===== src/hdl/xsr_mul64.sv =====
// ----------------------------------------------------------------------------
// xsr_mul64
// Low 64 bits of a 64 x 64 product from one 32 x 32 multiplier used in phases.
// ----------------------------------------------------------------------------
module xsr_mul64 (
  input  logic        clk,
  input  logic        rst,
  input  logic        start,
  input  logic [63:0] a,
  input  logic [63:0] b,
  output logic        done,
  output logic [63:0] product
);

  logic [63:0] a_r;
  logic [63:0] b_r;
  logic [1:0]  phase;
  logic        busy;
  logic [63:0] mul_q;
  logic [63:0] acc;
  logic [31:0] op_x;
  logic [31:0] op_y;

  // phase 0: lo*lo, phase 1: lo*hi, phase 2: hi*lo
  assign op_x = (phase == 2'd2) ? a_r[63:32] : a_r[31:0];
  assign op_y = (phase == 2'd1) ? b_r[63:32] : b_r[31:0];
  assign product = acc;

  always_ff @(posedge clk) begin
    if (rst) begin
      busy  <= 1'b0;
      done  <= 1'b0;
      phase <= 2'd0;
    end else begin
      done <= 1'b0;
      if (start) begin
        busy  <= 1'b1;
        phase <= 2'd0;
      end else if (busy) begin
        phase <= phase + 2'd1;
        if (phase == 2'd3) begin
          busy <= 1'b0;
          done <= 1'b1;
        end
      end
    end
  end

  always_ff @(posedge clk) begin
    if (start) begin
      a_r <= a;
      b_r <= b;
    end else if (busy) begin
      mul_q <= {32'd0, op_x} * {32'd0, op_y};
      case (phase)
        2'd0:    ;
        2'd1:    acc <= mul_q;
        default: acc[63:32] <= acc[63:32] + mul_q[31:0];
      endcase
    end
  end

endmodule


===== config.mk =====
export PLATFORM = sky130hd
export DESIGN_NAME = xsr_mul64
export DESIGN_NICKNAME = d
export VERILOG_FILES = /design/src/hdl/xsr_mul64.sv
export SDC_FILE = /design/constraint.sdc
export NUM_CORES = 2
export LEC_CHECK = 0
export ABC_AREA = 1
export BUFFER_PORTS_ARGS = -buffer_cell sky130_fd_sc_hd__buf_2
export CAP_MARGIN = 20
export CELL_PAD_IN_SITES_DETAIL_PLACEMENT = 1
export CELL_PAD_IN_SITES_GLOBAL_PLACEMENT = 1
export CORE_MARGIN = 3
export CORE_UTILIZATION = 40
export DETAILED_ROUTE_END_ITERATION = 10
export PLACE_DENSITY = 0.76
export SLEW_MARGIN = 5
export SYNTH_ARGS = -nofsm -noshare
export SYNTH_HDL_FRONTEND = slang
export SYNTH_SLANG_ARGS = --single-unit

===== constraint.sdc =====
create_clock -name clk -period 7.5 [get_ports clk]
set_clock_uncertainty 0.2 [all_clocks]
set_input_delay 1.5 -clock clk [delete_from_list [all_inputs] [get_ports clk]]
set_output_delay 1.5 -clock clk [all_outputs]
set_load 0.05 [all_outputs]

Word level (Yosys, flattened, before mapping) --
Index checks and enable logic that the tools add are counted.
Operators by class: bitwise logic cells 3, multipliers 1, $add $sub $neg 2, equal/unequal tests 3, multiplexer cells 7, reductions and logical operators 6
Operators with widths (count):
- multiplier 32 x 32 -> 64 bit | 1
- 2-to-1 mux 32 bit | 2
- case mux 32 bit (2 select lines) | 1
- adder 32 bit | 1
- AND reduction 3 bit | 2
- equality test 2 bit (second input constant) | 2
- 2-to-1 mux 1 bit | 4
- NOT 1 bit | 3
- OR reduction 3 bit | 1
- adder 2 x 1 -> 2 bit (second input constant) | 1
- equality test 2 x 1 -> 1 bit (second input constant) | 1
- zero test 2 bit | 1
- AND reduction 2 bit | 1
- OR reduction 2 bit | 1
Storage, ports and cells: bits of input ports 131, word-level logic and storage cells 30, output and inout port bits 65, bits in registers 260

Depth between registers and ports, before layout --
depth after elaboration 4, depth in mapped cells 39, gate-level depth less buffers 35

Worst setup path after synthesis --
OpenSTA, ideal clock, no wires.
kind register -> register, from register phase[0], to register mul_q[53] (data pin), path buffers 4, stages on the path, launching flop included 32, data arrival time 6810 ps, path slack 237 ps, library setup time 252 ps, data required time 7048 ps, period minus slack after synthesis 7263 ps, cells stage by stage dfxtp_1 inv_1 ha_1 buf_6 buf_6 buf_8 o21ai_4 buf_2 nand2_1 fa_1 inv_1 fa_1 fa_1 inv_1 fa_1 inv_1 fa_1 fa_1 fa_1 inv_1 fa_1 inv_1 ha_1 nand2_1 nor2_1 inv_1 nor2_1 nand2_1 nor3_2 nand2_1 nand3_1 nand2_1
On the way: longest elaborated chain between the ends 3, elaborated cells on any way between the ends 5, classes of those cells mul: 1; eq/ne: 2; mux: 2
Ends and longest elaborated chain:
- start, declared | RTL line 17 | logic [1:0] phase;
- start signal, assigned | RTL line 40 | phase <= phase + 2'd1;
- equality test 2 bit or equality test 2 x 1 -> 1 bit (tied branches) | RTL line 25, 26
- 2-to-1 mux 32 bit, on equally long branches | RTL line 25, 26
- multiplier 32 x 32 -> 64 bit (*) | RTL line 54 | mul_q <= {32'd0, op_x} * {32'd0, op_y};
- end signal, assigned | RTL line 54
- end, declared | RTL line 19 | logic [63:0] mul_q;
Mark *: on every way between the ends. The rest lies on a longest branch, timed or not. A chain may end at the register's enable or synchronous reset.

Worst setup path in the final report --
from register phase[1], to register mul_q[40] (data pin)
Same word-level chain as after synthesis.

==> results.yml <==
run_status:
  outcome: "finished with violations"
  violations: "setup timing"
cells_and_area:
  layout_common_cells: "1,312 x inv_1, 1,228 x nand2_1, 848 x fa_1"
  fin_util_pct: 50.43
  final_nets: 7478
  areaGrowthSynthToFinish_pct: 24.26
  final_cell_count_no_fill: 7676
  final_common_cell: "inv_1"
  drive_gt1_share_pct: 23.55
critical_path:
  criticalPathCategory: "reg2reg"
  ff2ff_setup_slack_ps: -330
  arrival_ps: 8020
  worst_setup_path_start_kind: "flip-flop"
  reg2reg_to: "mul_q[40]"
  cp.required_ps: 7690
  endpoint: "mul_q[40]"
  slowest_delay_ps: 580
  worst-path-buf-inv: 9
  worst_r2r_path_depth: 30
  worst-path-max-fanout: 10
  critical_path.top_delay_family: "adder cells"
  cp_common_cell: "fa_1"
  r2r-start: "phase[1]"
  slowest_stage: "fa_1"
  startpoint: "phase[1]"
  crit_cells: 30
  worst_setup_path_end_kind: "flip-flop"
yosys:
  ys_seq_elements: 260
  yosys.cell_types.count: 39
  seq_area_frac_synth_pct: 16.92
  async_reset_ff_share_pct: 0
  syn_area_per_cell_um2: 8.434
  synth_edf_count: 256
  syn_inst: 5443
  synth_top_area_share_pct: 39.12
  yosys-top-cells-area: "fa_1 39%, edfxtp_1 17%, inv_1 11%, nand2_1 11%, ha_1 8.1%"
  syn-num-nets: 6769
  yosysTopAreaCell: "fa_1"
  yosysWarnings: 0
  synthFlopType: "edfxtp_1"
  syn_area_um2: 45910
global_routing:
  antenna_found_initial: 3
  grt_start_max_net_pins: 61
  first_global_vias: 43950
  grt_usage_pct: 29.65
  grt_first_pass_wirelength_um: 262200
  overflow: 0
job:
  drv_cap: 0
timing:
  fmaxAchievable_mhz: 127.7
  fin_hold_ws_ps: 268.6
  slew_headroom_pct: 38.35
  finalMaxSlewViolations: 0
  finalSetupViolations: 42
  period_needed_ps: 7828
  rsz0062_at_grt: "yes"
  worst_pin_slew_ps: 924.7
  fin_crit_sh_pct: 104.4
  worst_slack_ps: -328.4
  hold_viol_final: 0
route:
  ant_nets: 0
  vias: 39290
  wirelength_um: 176900
  via_per_inst: 5.118
  wire_per_inst_um: 23.04
  firstDrtPassIters: 5
  initialDrtViolationCount: 2342
  post-route-drc-count: 0
place:
  dp_cells: 7553
  port_buffers: 195
  gp_congestion: 0.9596
  hpwl_um: 149300
  dp_slack_ps: -760.4
clock_tree:
  clock_sinks: 260
  insertion_delay_ps: 660
  cts_made_buffers: 31
  ctsHoldBuffers: 0
  clockBufferDepth: 3
  cts_tree: "done"
  htree_levels: 1
  clkSlewWorstSetupHoldPaths_ps: 70
  ctsRootBufferMaster: "clkbuf_16"
floorplanning:
  num_io_pins: 196
  core_um2: 113100
  fp.dieArea_um2: 118900
  start_util_pct: 40.58
  dieWidth_um: 344.8
  die_h_um: 344.8
  rows: 123
min_path:
  hold_class: "reg2reg"
==> worst register-to-register path, delay by kind of cell (launching register included) <==
family	cells	cell delay [ps]
adders and majority gates	10	4840
buffers and inverters	9	1050
and+or+nand+nor	9	950
DFF	1	360
AOI/OAI and AO/OA	2	170
==> state kept, by name (all words and copies together) (netlist names) <==
| name | count |
|---|---|
| product | 64 |
| a_r | 64 |
| mul_q | 64 |
| done | 1 |
| busy | 1 |
| b_r | 64 |
| phase | 2 |
==> routing by layer <==
layer | part of all wire [%] | vias up | wire length (µm) | GRT usage [%]
met3 | 5.6 | 494 | 9884 | 3.873
met5 | 0 | - | 0 | 0
met1 | 38 | 20330 | 66500 | 35.55
met4 | 7.0 | 0 | 12460 | 16.93
li1 | - | 17190 | - | -
met2 | 50 | 1279 | 88010 | 51.37
==> worst min-delay path by stage <==
| stage | from | end | slack, ps | cells after the start |
|---|---|---|---|---|
| after floorplan | mul_q[0] | product[0] | 230 | 0 |
| after global placement | mul_q[0] | product[0] | 260 | 0 |
| after detailed placement | mul_q[0] | product[0] | 260 | 0 |
| after CTS | mul_q[0] | product[0] | 270 | 0 |
| after global routing | mul_q[0] | product[0] | 300 | 0 |
| final | mul_q[0] | product[0] | 270 | 0 |
==> stage by stage <==
stage / area (µm²) / setup TNS, ps
6_report: 57040 / -8570
5_1_grt: 57040 / -19090
4_1_cts: 55700 / -5111
3_5_place_dp: 53070 / -26340
3_3_place_gp: 53070 / -20130
2_1_floorplan: 45910 / 0
==> synthesized netlist by cell type, types with 2 or more instances <==
cell type / count
clkbuf_1: 21
buf_2: 114
buf_4: 16
o21ai_4: 18
o21bai_1: 14
nor2_4: 3
nor2_2: 18
buf_6: 14
nor4_1: 3
inv_1: 1354
edfxtp_1: 256
nand3_1: 93
buf_1: 2
nand3b_1: 5
or2_2: 9
clkinv_1: 3
a21oi_1: 71
inv_2: 48
fa_1: 897
ha_1: 298
nor3_1: 21
o21ai_1: 16
xnor2_1: 11
o21ai_2: 32
nand2_2: 10
nor3_2: 3
o21ai_0: 18
dfxtp_1: 4
nand4_1: 14
nand2_1: 1332
nor2_1: 685
xor2_1: 33
==> logic make-up (layout without fill, tap and decap cells) <==
logic type | Yosys count | after routing | share of synthesized area, %
AND/OR/NAND/NOR | 2200 | 2200 | 18.78
flip-flops | 260 | 260 | 16.92
buffers and inverters | 1573 | 2305 | 13.56
AO/OA/AOI/OAI | 171 | 171 | 2.663
XOR/XNOR | 44 | 44 | 0.8395
other | 0 | 1 | 0
adder cells (fa/ha/maj) | 1195 | 1195 | 47.24
==> area by class of cell <==
cell class | instances | area [µm²]
Fill cell | 13330 | 56070
Multi-Input combinational cell | 3610 | 33750
Sequential cell | 260 | 7772
Timing Repair Buffer | 844 | 7174
Inverter | 1405 | 5358
Tap cell | 1500 | 1877
Clock buffer | 34 | 787.0
Clock inverter | 22 | 321.6
Antenna cell | 1 | 2.502
==> what timing repair did <==
action | 4_1_cts | 5_1_grt
setup buffers | 35 | 29
gates resized for setup | 296 | 310
setup endpoints to repair | 50 | 53
pin swaps | 26 | 95
cloned | 2 | 1
Power is left out: the tool's default activity adds up to more than one toggle a clock period on the data nets, which glitch-free logic cannot reach.
