<file path="src/hdl/xsr_rem_unit.sv">
// ----------------------------------------------------------------------------
// xsr_rem_unit
// Bit-serial remainder of a 64-bit word by a divisor of up to 2^32.
// ----------------------------------------------------------------------------
module xsr_rem_unit (
  input  logic        clk,
  input  logic        rst,
  input  logic        start,
  input  logic [63:0] dividend,
  input  logic [32:0] divisor,
  output logic        done,
  output logic [31:0] remainder
);

  logic [63:0] dvd;
  logic [32:0] dsr;
  logic [32:0] rem_r;
  logic [5:0]  count;
  logic        busy;
  logic [33:0] shifted;
  logic [33:0] diff;

  assign shifted   = {rem_r, dvd[63]};
  assign diff      = shifted - {1'b0, dsr};
  assign remainder = rem_r[31:0];

  always_ff @(posedge clk) begin
    if (rst) begin
      busy  <= 1'b0;
      done  <= 1'b0;
      count <= '0;
    end else begin
      done <= 1'b0;
      if (start) begin
        busy  <= 1'b1;
        count <= '0;
      end else if (busy) begin
        count <= count + 6'd1;
        if (count == 6'd63) begin
          busy <= 1'b0;
          done <= 1'b1;
        end
      end
    end
  end

  // restoring step: shift in the next dividend bit, subtract when it fits
  always_ff @(posedge clk) begin
    if (start) begin
      dvd   <= dividend;
      dsr   <= divisor;
      rem_r <= '0;
    end else if (busy) begin
      dvd <= {dvd[62:0], 1'b0};
      if (!diff[33]) rem_r <= diff[32:0];
      else           rem_r <= shifted[32:0];
    end
  end

endmodule

</file>
<file path="config.mk">
export PLATFORM = sky130hd
export DESIGN_NAME = xsr_rem_unit
export DESIGN_NICKNAME = d
export VERILOG_FILES = /design/src/hdl/xsr_rem_unit.sv
export SDC_FILE = /design/constraint.sdc
export NUM_CORES = 1
export LEC_CHECK = 0
export BUFFER_PORTS_ARGS = -buffer_cell sky130_fd_sc_hd__buf_4
export CAP_MARGIN = 20
export CORE_UTILIZATION = 61
export CTS_CLUSTER_SIZE = 30
export DETAILED_ROUTE_END_ITERATION = 10
export PLACE_DENSITY_LB_ADDON = 0.08
export SLEW_MARGIN = 20
export SYNTH_ARGS = -nofsm -noshare
export SYNTH_HDL_FRONTEND = slang
export SYNTH_SLANG_ARGS = --single-unit
</file>
<file path="constraint.sdc">
create_clock -name clk -period 5 [get_ports clk]
set_input_delay 0.5 -clock clk [delete_from_list [all_inputs] [get_ports clk]]
set_output_delay 0.5 -clock clk [all_outputs]
set_load 0.02 [all_outputs]
</file>
Word-level counts from Yosys, hierarchy flattened
Cells that the tools add are included.
{"block": "op_classes", "n_addsub": 2, "multipliers": 0, "div_mod_pow": 0, "n_lt_le_gt_ge": 0, "eq_ne": 1, "n_shift": 0, "n_mux": 7, "bitwise": 1, "reduce_logical": 3}
{"cell": "$mux W64", "n": 2}
{"cell": "$sub A34 B33 Y34", "n": 1}
{"cell": "$mux W33", "n": 1}
{"cell": "$add A6 B1 Y6 const B", "n": 1}
{"cell": "$eq A6 B6 Y1 const B", "n": 1}
{"cell": "$mux W1", "n": 4}
{"cell": "$reduce_or A3 Y1", "n": 1}
{"cell": "$reduce_bool A2 Y1", "n": 1}
{"cell": "$reduce_or A2 Y1", "n": 1}
{"cell": "$not A1 Y1", "n": 1}
{"block": "totals", "register_bits": 138, "latchBits": 0, "ramBits": 0, "mem_bits_ro": 0, "inputBits": 100, "out_inout_bits": 33, "word_cells": 20, "mem_count": 0}

Logic depth before layout (Yosys ltp)
Gate-level depths: netlist of run 1.
{"block": "logic_depth", "word_depth": 4, "depth_mapped": 13, "depth_no_buf": 12}

Worst setup path before layout of run 1
OpenSTA, ideal clock, no wires.
{"block": "synth_path", "path_type": "register to register", "startpoint": "register dvd[63]", "endpoint": "register rem_r[30]", "setup_time_ps": 62, "arrival_ps": 2782, "required_time_ps": 4938, "setup_slack_ps": 2156, "path_stages_with_launch": 13, "n_path_buf": 0, "period_less_slack_ps": 2844, "path_cell_list": "edfxtp_1 -> inv_1 -> ha_1 -> fa_1 -> nor2b_1 -> o211ai_1 -> a31oi_1 -> a21o_1 -> a31oi_1 -> o221ai_1 -> a31oi_1 -> or4b_1 -> nand3_1"}
{"block": "synth_between", "elab_chain_cells": 2}
{"element": "start, declared", "line_no": "15", "text": "logic [63:0] dvd;"}
{"element": "start signal, assigned", "line_no": "50", "text": "dvd <= dividend;"}
{"element": "start signal, assigned", "line_no": "54", "text": "dvd <= {dvd[62:0], 1'b0};"}
{"element": "$sub A34 B33 Y34", "line_no": "24", "text": "assign diff = shifted - {1'b0, dsr};"}
{"element": "$mux W33", "line_no": "55", "text": "if (!diff[33]) rem_r <= diff[32:0];"}
{"element": "end signal, assigned", "line_no": "55"}
{"element": "end signal, assigned", "line_no": "56", "text": "else rem_r <= shifted[32:0];"}
{"element": "end, declared", "line_no": "17", "text": "logic [32:0] rem_r;"}
No other way between the ends.
A chain may end at the register's enable or synchronous reset.

Worst setup path after layout of run 1
{"block": "layout_path", "startpoint": "register dsr[1]", "endpoint": "register rem_r[11]"}
{"block": "layout_between", "elab_chain_cells": 2}
{"element": "start, declared", "line_no": "16", "text": "logic [32:0] dsr;"}
{"element": "start signal, assigned", "line_no": "51", "text": "dsr <= divisor;"}
{"element": "$sub A34 B33 Y34", "line_no": "24"}
{"element": "$mux W33", "line_no": "55"}
No other way between the ends.

==> flow_metrics.tcl, run 1 <==
set metrics [dict create \
    rows 40 \
    cts-root-buf "clkbuf_16" \
    hold_buffers 0 \
    status "finished clean" \
    grt_setup_unrepaired "false" \
    netlist.area_leader.share_pct 38.3 \
    pin_count 133 \
    powerDensity_nw_per_um2 357 \
    worstPathRequired_ns 5.32 \
    setup_tns_ns 0 \
    rr_endpoint "rem_r[11]" \
    yosys-top-cells-area "edfxtp_1 38%, dfxtp_1 11%, mux2_2 9.3%" \
    drc_errors 0 \
    post-route-util_pct 74.8 \
    ys_warn_count 0 \
    cts_buffer_depth 2 \
    insertedDiodeCount 0 \
    rrSetupSlack_ns 1.53 \
    syn_area_per_cell_sq_um 11.5 \
    via_count 5222 \
    drt_iter0_drc 373 \
    cts_tree "yes" \
    worstSetupEndpointType "flop" \
    place_area_sq_um 8430 \
    dp_hpwl_um 10600 \
    finalWorstPathRequiredPeriod_ns 3.47 \
    path_cells "inv_1 -> ha_1 -> nor2b_1 -> o31ai_1 -> a21oi_1 -> o211ai_2 -> a32oi_2 -> a221oi_4 -> xnor2_4 -> buf_4 -> mux2i_1 -> a211oi_1" \
    overflow 0 \
    synth_top_cell_by_area "edfxtp_1" \
    fp.dieArea_sq_um 12900 \
    r2r_start "dsr[1]" \
    hold_viol_final 0 \
    h-tree-depth 4 \
    maxSlewViolCount 0 \
    gp_congestion 0.962 \
    fmax_mhz 288 \
    drv_cap 0 \
    grt_pass1_wl_um 25200 \
    synthFlopType "edfxtp_1" \
    setup.worst_path.start_class "flop" \
    cts_inserted_buffers 17 \
    min_from "rst" \
    worst_slack_ns 1.53 \
    drt_wl_total_um 15300 \
    finalSetupViolations 0 \
    leakage_nw 3.76 \
    antenna_found_initial 0 \
    syn_inst 659 \
    hold_end "busy" \
    place_ws_ns 1.56 \
    fillers 837 \
    coreArea_sq_um 12100 \
    seq_area_frac_synth_pct 49.1 \
    clock_latency_ns 0.42 \
    path_clk_slew_ns 0.06 \
    path_max_fanout 19 \
    routedWlPerCell_um 16.3 \
    chipHeight_um 114 \
    syn_area_sq_um 7600 \
    ys_types 61 \
    mostFrequentLayoutCells "136 x buf_4, 97 x edfxtp_1, 63 x mux2_2" \
    hold_path_class "in2reg" \
    cts_resized 0 \
    async_flop_share_pct 0 \
    drtPass1Iterations 5 \
    post_cts_buffers 0 \
    syn-num-nets 794 \
    r2r.worst_path.cells 12 \
    grt_start_max_net_pins 78 \
    path_class "reg2reg" \
    ant_nets 0 \
    nets 891 \
    grt_usage_pct 25.3 \
    cp.arrival_ns 3.79 \
    start_util_pct 63.0 \
    peakVddDrop_v 0.000276 \
    layout_worst_path_cycle_share_pct 69.4 \
    drive_gt1_share_pct 32.2 \
    crit_family "compound AO/OA/AOI/OAI gates" \
    via_per_inst 5.57 \
    finalInstanceArea_sq_um 9030 \
    clkSinkCount 138 \
    skew_ns 0.00914 \
    relSlewSlack_pct 38.8 \
    ys_ff_latch 138 \
    worst_pin_slew_ns 0.918 \
    chipWidth_um 114 \
    syn_to_final_growth_pct 18.8 \
    portBuffers 132 \
    layout_commonest_cell "buf_4" \
    worstHoldPathCells 2 \
    slowest_delay_ns 0.45 \
    critPathBufInv 2 \
    grt_pass1_vias 5225 \
    critPathSlowestCell "buf_4" \
    synth_edf_count 97 \
]
[power by group]
part,total [mW],switching [mW],internal [mW]
logic,0.556,0.291,0.266
clock network,1.28,0.498,0.787
registers,1.38,0.0446,1.34
[kinds of logic (layout without fill, tap and decap cells)]
kind of cell	Yosys count	count (layout)	synth area share (%)
AO/OA/AOI/OAI	135	135	12.4
AND/OR/NAND/NOR	124	124	7.80
adder cells (fa/ha/maj)	35	35	5.86
multiplexers	92	92	13.2
flip-flops	138	138	49.1
buffers and inverters	101	211	7.47
XOR/XNOR	34	34	4.16
[cell usage after synthesis, types with 2 or more instances]
master and instances:
edfxtp_1 97, mux2_2 63, nor2_1 46, inv_1 43
dfxtp_1 41, nand2_1 37, buf_4 36, ha_1 34
mux2i_1 29, a21oi_1 28, a211oi_1 25, xnor2_1 19
o21ai_0 18, a21o_1 14, clkbuf_1 14, xor2_1 14
a31oi_1 10, o21a_1 8, nand4_1 5, o21bai_1 5
o221ai_1 5, and3_1 4, nand3_1 4, nor3_1 4
and2_1 3, buf_2 3, nor2b_1 3, o211a_1 3
or3_1 3, a21oi_2 2, a221oi_1 2, and4_2 2
buf_12 2, dlygate4sd1_1 2, nor3_2 2, o211ai_1 2
o22ai_1 2, or2_2 2
[how the worst max path moves through the flow]
stage / end / cells after the start / startpoint
after floorplan: rem_r[30] / 12 / dvd[63]
after global placement: rem_r[25] / 12 / dsr[1]
after detailed placement: rem_r[14] / 12 / dsr[1]
after CTS: rem_r[11] / 12 / dsr[1]
after global routing: rem_r[11] / 12 / dsr[1]
final: rem_r[11] / 12 / dsr[1]
[layout make-up]
type / count / area [sq um] / area share [%]
well taps: 168 / 210 / 2.33
inverters: 43 / 161 / 1.79
repair buffers: 136 / 1020 / 11.3
clock buffers: 18 / 429 / 4.75
clock inverters: 14 / 171 / 1.90
multi-input cells: 420 / 3300 / 36.5
flip-flops and latches: 138 / 3730 / 41.4
[registers in the layout, summed over array words and instances, names as in the netlist]
name   cells
busy       1
rem_r     33
done       1
dsr       33
dvd       64
count      6
[worst register-to-register path: stages (launching register included)]
cell and delay (ns):
edfxtp_1 0.41, inv_1 0.08, ha_1 0.22, nor2b_1 0.14
o31ai_1 0.35, a21oi_1 0.19, o211ai_2 0.23, a32oi_2 0.19
a221oi_4 0.36, xnor2_4 0.34, buf_4 0.45, mux2i_1 0.14
a211oi_1 0.27
[stage by stage]
| step | hold WS [ns] | total power [mW] | cells |
|---|---|---|---|
| after floorplan | 0.454 | 1.81 | 659 |
| after global placement | 0.463 | 1.94 | 905 |
| after detailed placement | 0.485 | 1.96 | 905 |
| after CTS | 0.209 | 3.25 | 937 |
| after global routing | 0.223 | 3.35 | 937 |
| final | 0.225 | 3.22 | 937 |
[per-layer routing]
metal,part of all wire (%),wire [um],GRT usage (%)
met5,0,0,0
met2,51,7810,43.1
met3,6.1,937,8.29
met1,41,6300,29.4
met4,1.5,232,10.3
Note: power is estimated with default switching activity, not from simulation.
==> inputs of run 2 (changes only) <==
CORE_UTILIZATION = 57   (was 61)
clock period = 3.6 ns   (was 5 ns; I/O delays follow)
==> flow_metrics.tcl, run 2 (synthesized netlist as in run 1, its figures left out) <==
set metrics [dict create \
    setup.worst_path.start_class "flop" \
    hold_viol_final 0 \
    final-instance-count-excl-fill 942 \
    ant_nets 0 \
    finalSetupViolations 0 \
    clock_latency_ns 0.43 \
    reg_top3 "dvd x64, dsr x33, rem_r x33" \
    grt_setup_unrepaired "false" \
    worstPathRequired_ns 3.96 \
    via_per_inst 5.55 \
    start_util_pct 59.3 \
    worstSetupEndpointType "flop" \
    layout_worst_path_cycle_share_pct 94.3 \
    cts_tree "yes" \
    h-tree-depth 4 \
    path_class "reg2reg" \
    insertedDiodeCount 0 \
    path_clk_slew_ns 0.06 \
    cp.arrival_ns 3.76 \
    grt_start_max_net_pins 73 \
    overflow 0 \
    place_area_sq_um 8450 \
    nets 892 \
    grt_pass1_vias 5312 \
    cts_buffer_depth 2 \
    cts_inserted_buffers 17 \
    antenna_found_initial 0 \
    layout_commonest_cell "buf_4" \
    cts-root-buf "clkbuf_16" \
    drtPass1Iterations 4 \
    drv_cap 0 \
    drt_wl_total_um 15100 \
    status "finished clean" \
    gp_congestion 0.891 \
    hold_buffers 0 \
    pin_count 133 \
    finalWorstPathRequiredPeriod_ns 3.39 \
    fmax_mhz 295 \
    chipHeight_um 117 \
    coreArea_sq_um 12800 \
    syn_to_final_growth_pct 19.2 \
    setup_tns_ns 0 \
    chipWidth_um 117 \
    dp_cells 910 \
    grt_pass1_wl_um 25100 \
    drive_gt1_share_pct 32.6 \
    grt_usage_pct 23.0 \
    post_cts_buffers 0 \
    maxSlewViolCount 0 \
    largest_register_ffs 64 \
    top_register "dvd" \
    routedWlPerCell_um 16.0 \
    rrSetupSlack_ns 0.21 \
    mostFrequentLayoutCells "136 x buf_4, 97 x edfxtp_1, 63 x mux2_2" \
    drt_iter0_drc 258 \
    skew_ns 0.0102 \
    powerDensity_nw_per_um2 493 \
    drc_errors 0 \
    fp.dieArea_sq_um 13800 \
    cts_resized 0 \
    worst_pin_slew_ns 0.842 \
    finalInstanceArea_sq_um 9060 \
    via_count 5230 \
    dp_hpwl_um 10600 \
    relSlewSlack_pct 43.9 \
    rows 41 \
    post-route-util_pct 70.6 \
    peakVddDrop_v 0.000602 \
    clkSinkCount 138 \
    leakage_nw 3.77 \
    hold_path_class "in2reg" \
    path_max_fanout 5 \
    portBuffers 132 \
]
==> run 2: cell type report <==
cell class / instances / area [sq um]
tap: 172 / 215
timing repair buffer: 137 / 1040
sequential: 138 / 3730
fill: 953 / 3770
inverter: 43 / 161
clock buffer: 20 / 467
multi-input combinational: 420 / 3300
clock inverter: 12 / 139
==> run 2: power by group <==
part	leakage (nW)	switching [mW]	internal, mW
logic	2.18	0.403	0.371
clock network	0.291	0.688	1.08
registers	1.30	0.0591	1.86
total	3.77	1.15	3.31
==> run 2: worst max-delay path, stage by stage, from the launching register on <==
cell and delay, ns:
edfxtp_1 0.32, inv_1 0.05, ha_1 0.22, fa_1 0.42, nor2b_1 0.21, o211ai_1 0.14
a31oi_1 0.36, a21o_1 0.30, a31oi_1 0.22, o221ai_1 0.33, a31oi_1 0.16, or4b_1 0.53
nand3_1 0.08
==> run 2: metrics by stage <==
| step | setup WS, ns | total power, mW | hold WS, ns |
|---|---|---|---|
| after CTS | 0.245 | 4.50 | 0.0718 |
| final | 0.205 | 4.46 | 0.0879 |
| after global placement | 0.413 | 2.69 | 0.463 |
| after floorplan | 0.756 | 2.51 | 0.432 |
| after detailed placement | 0.331 | 2.72 | 0.481 |
| after global routing | 0.0448 | 4.66 | 0.0865 |
==> run 2: routing by layer <==
layer  up-vias  share of wire, %  GRT usage [%]
met1      2513                42           27.2
met4         0               1.2           6.73
met3        15               6.0           8.72
met5         -                 0              0
met2       129                51           38.9
li1       2573                 -              -
==> run 2: path summary, 6_finish.rpt <==
path / startpoint / endpoint / cells past startpoint
setup reg to reg: dvd[63] / rem_r[30] / 12
hold / removal: rst / busy / 2
hold reg to reg: count[5] / count[5] / 2
setup / recovery: dvd[63] / rem_r[30] / 12
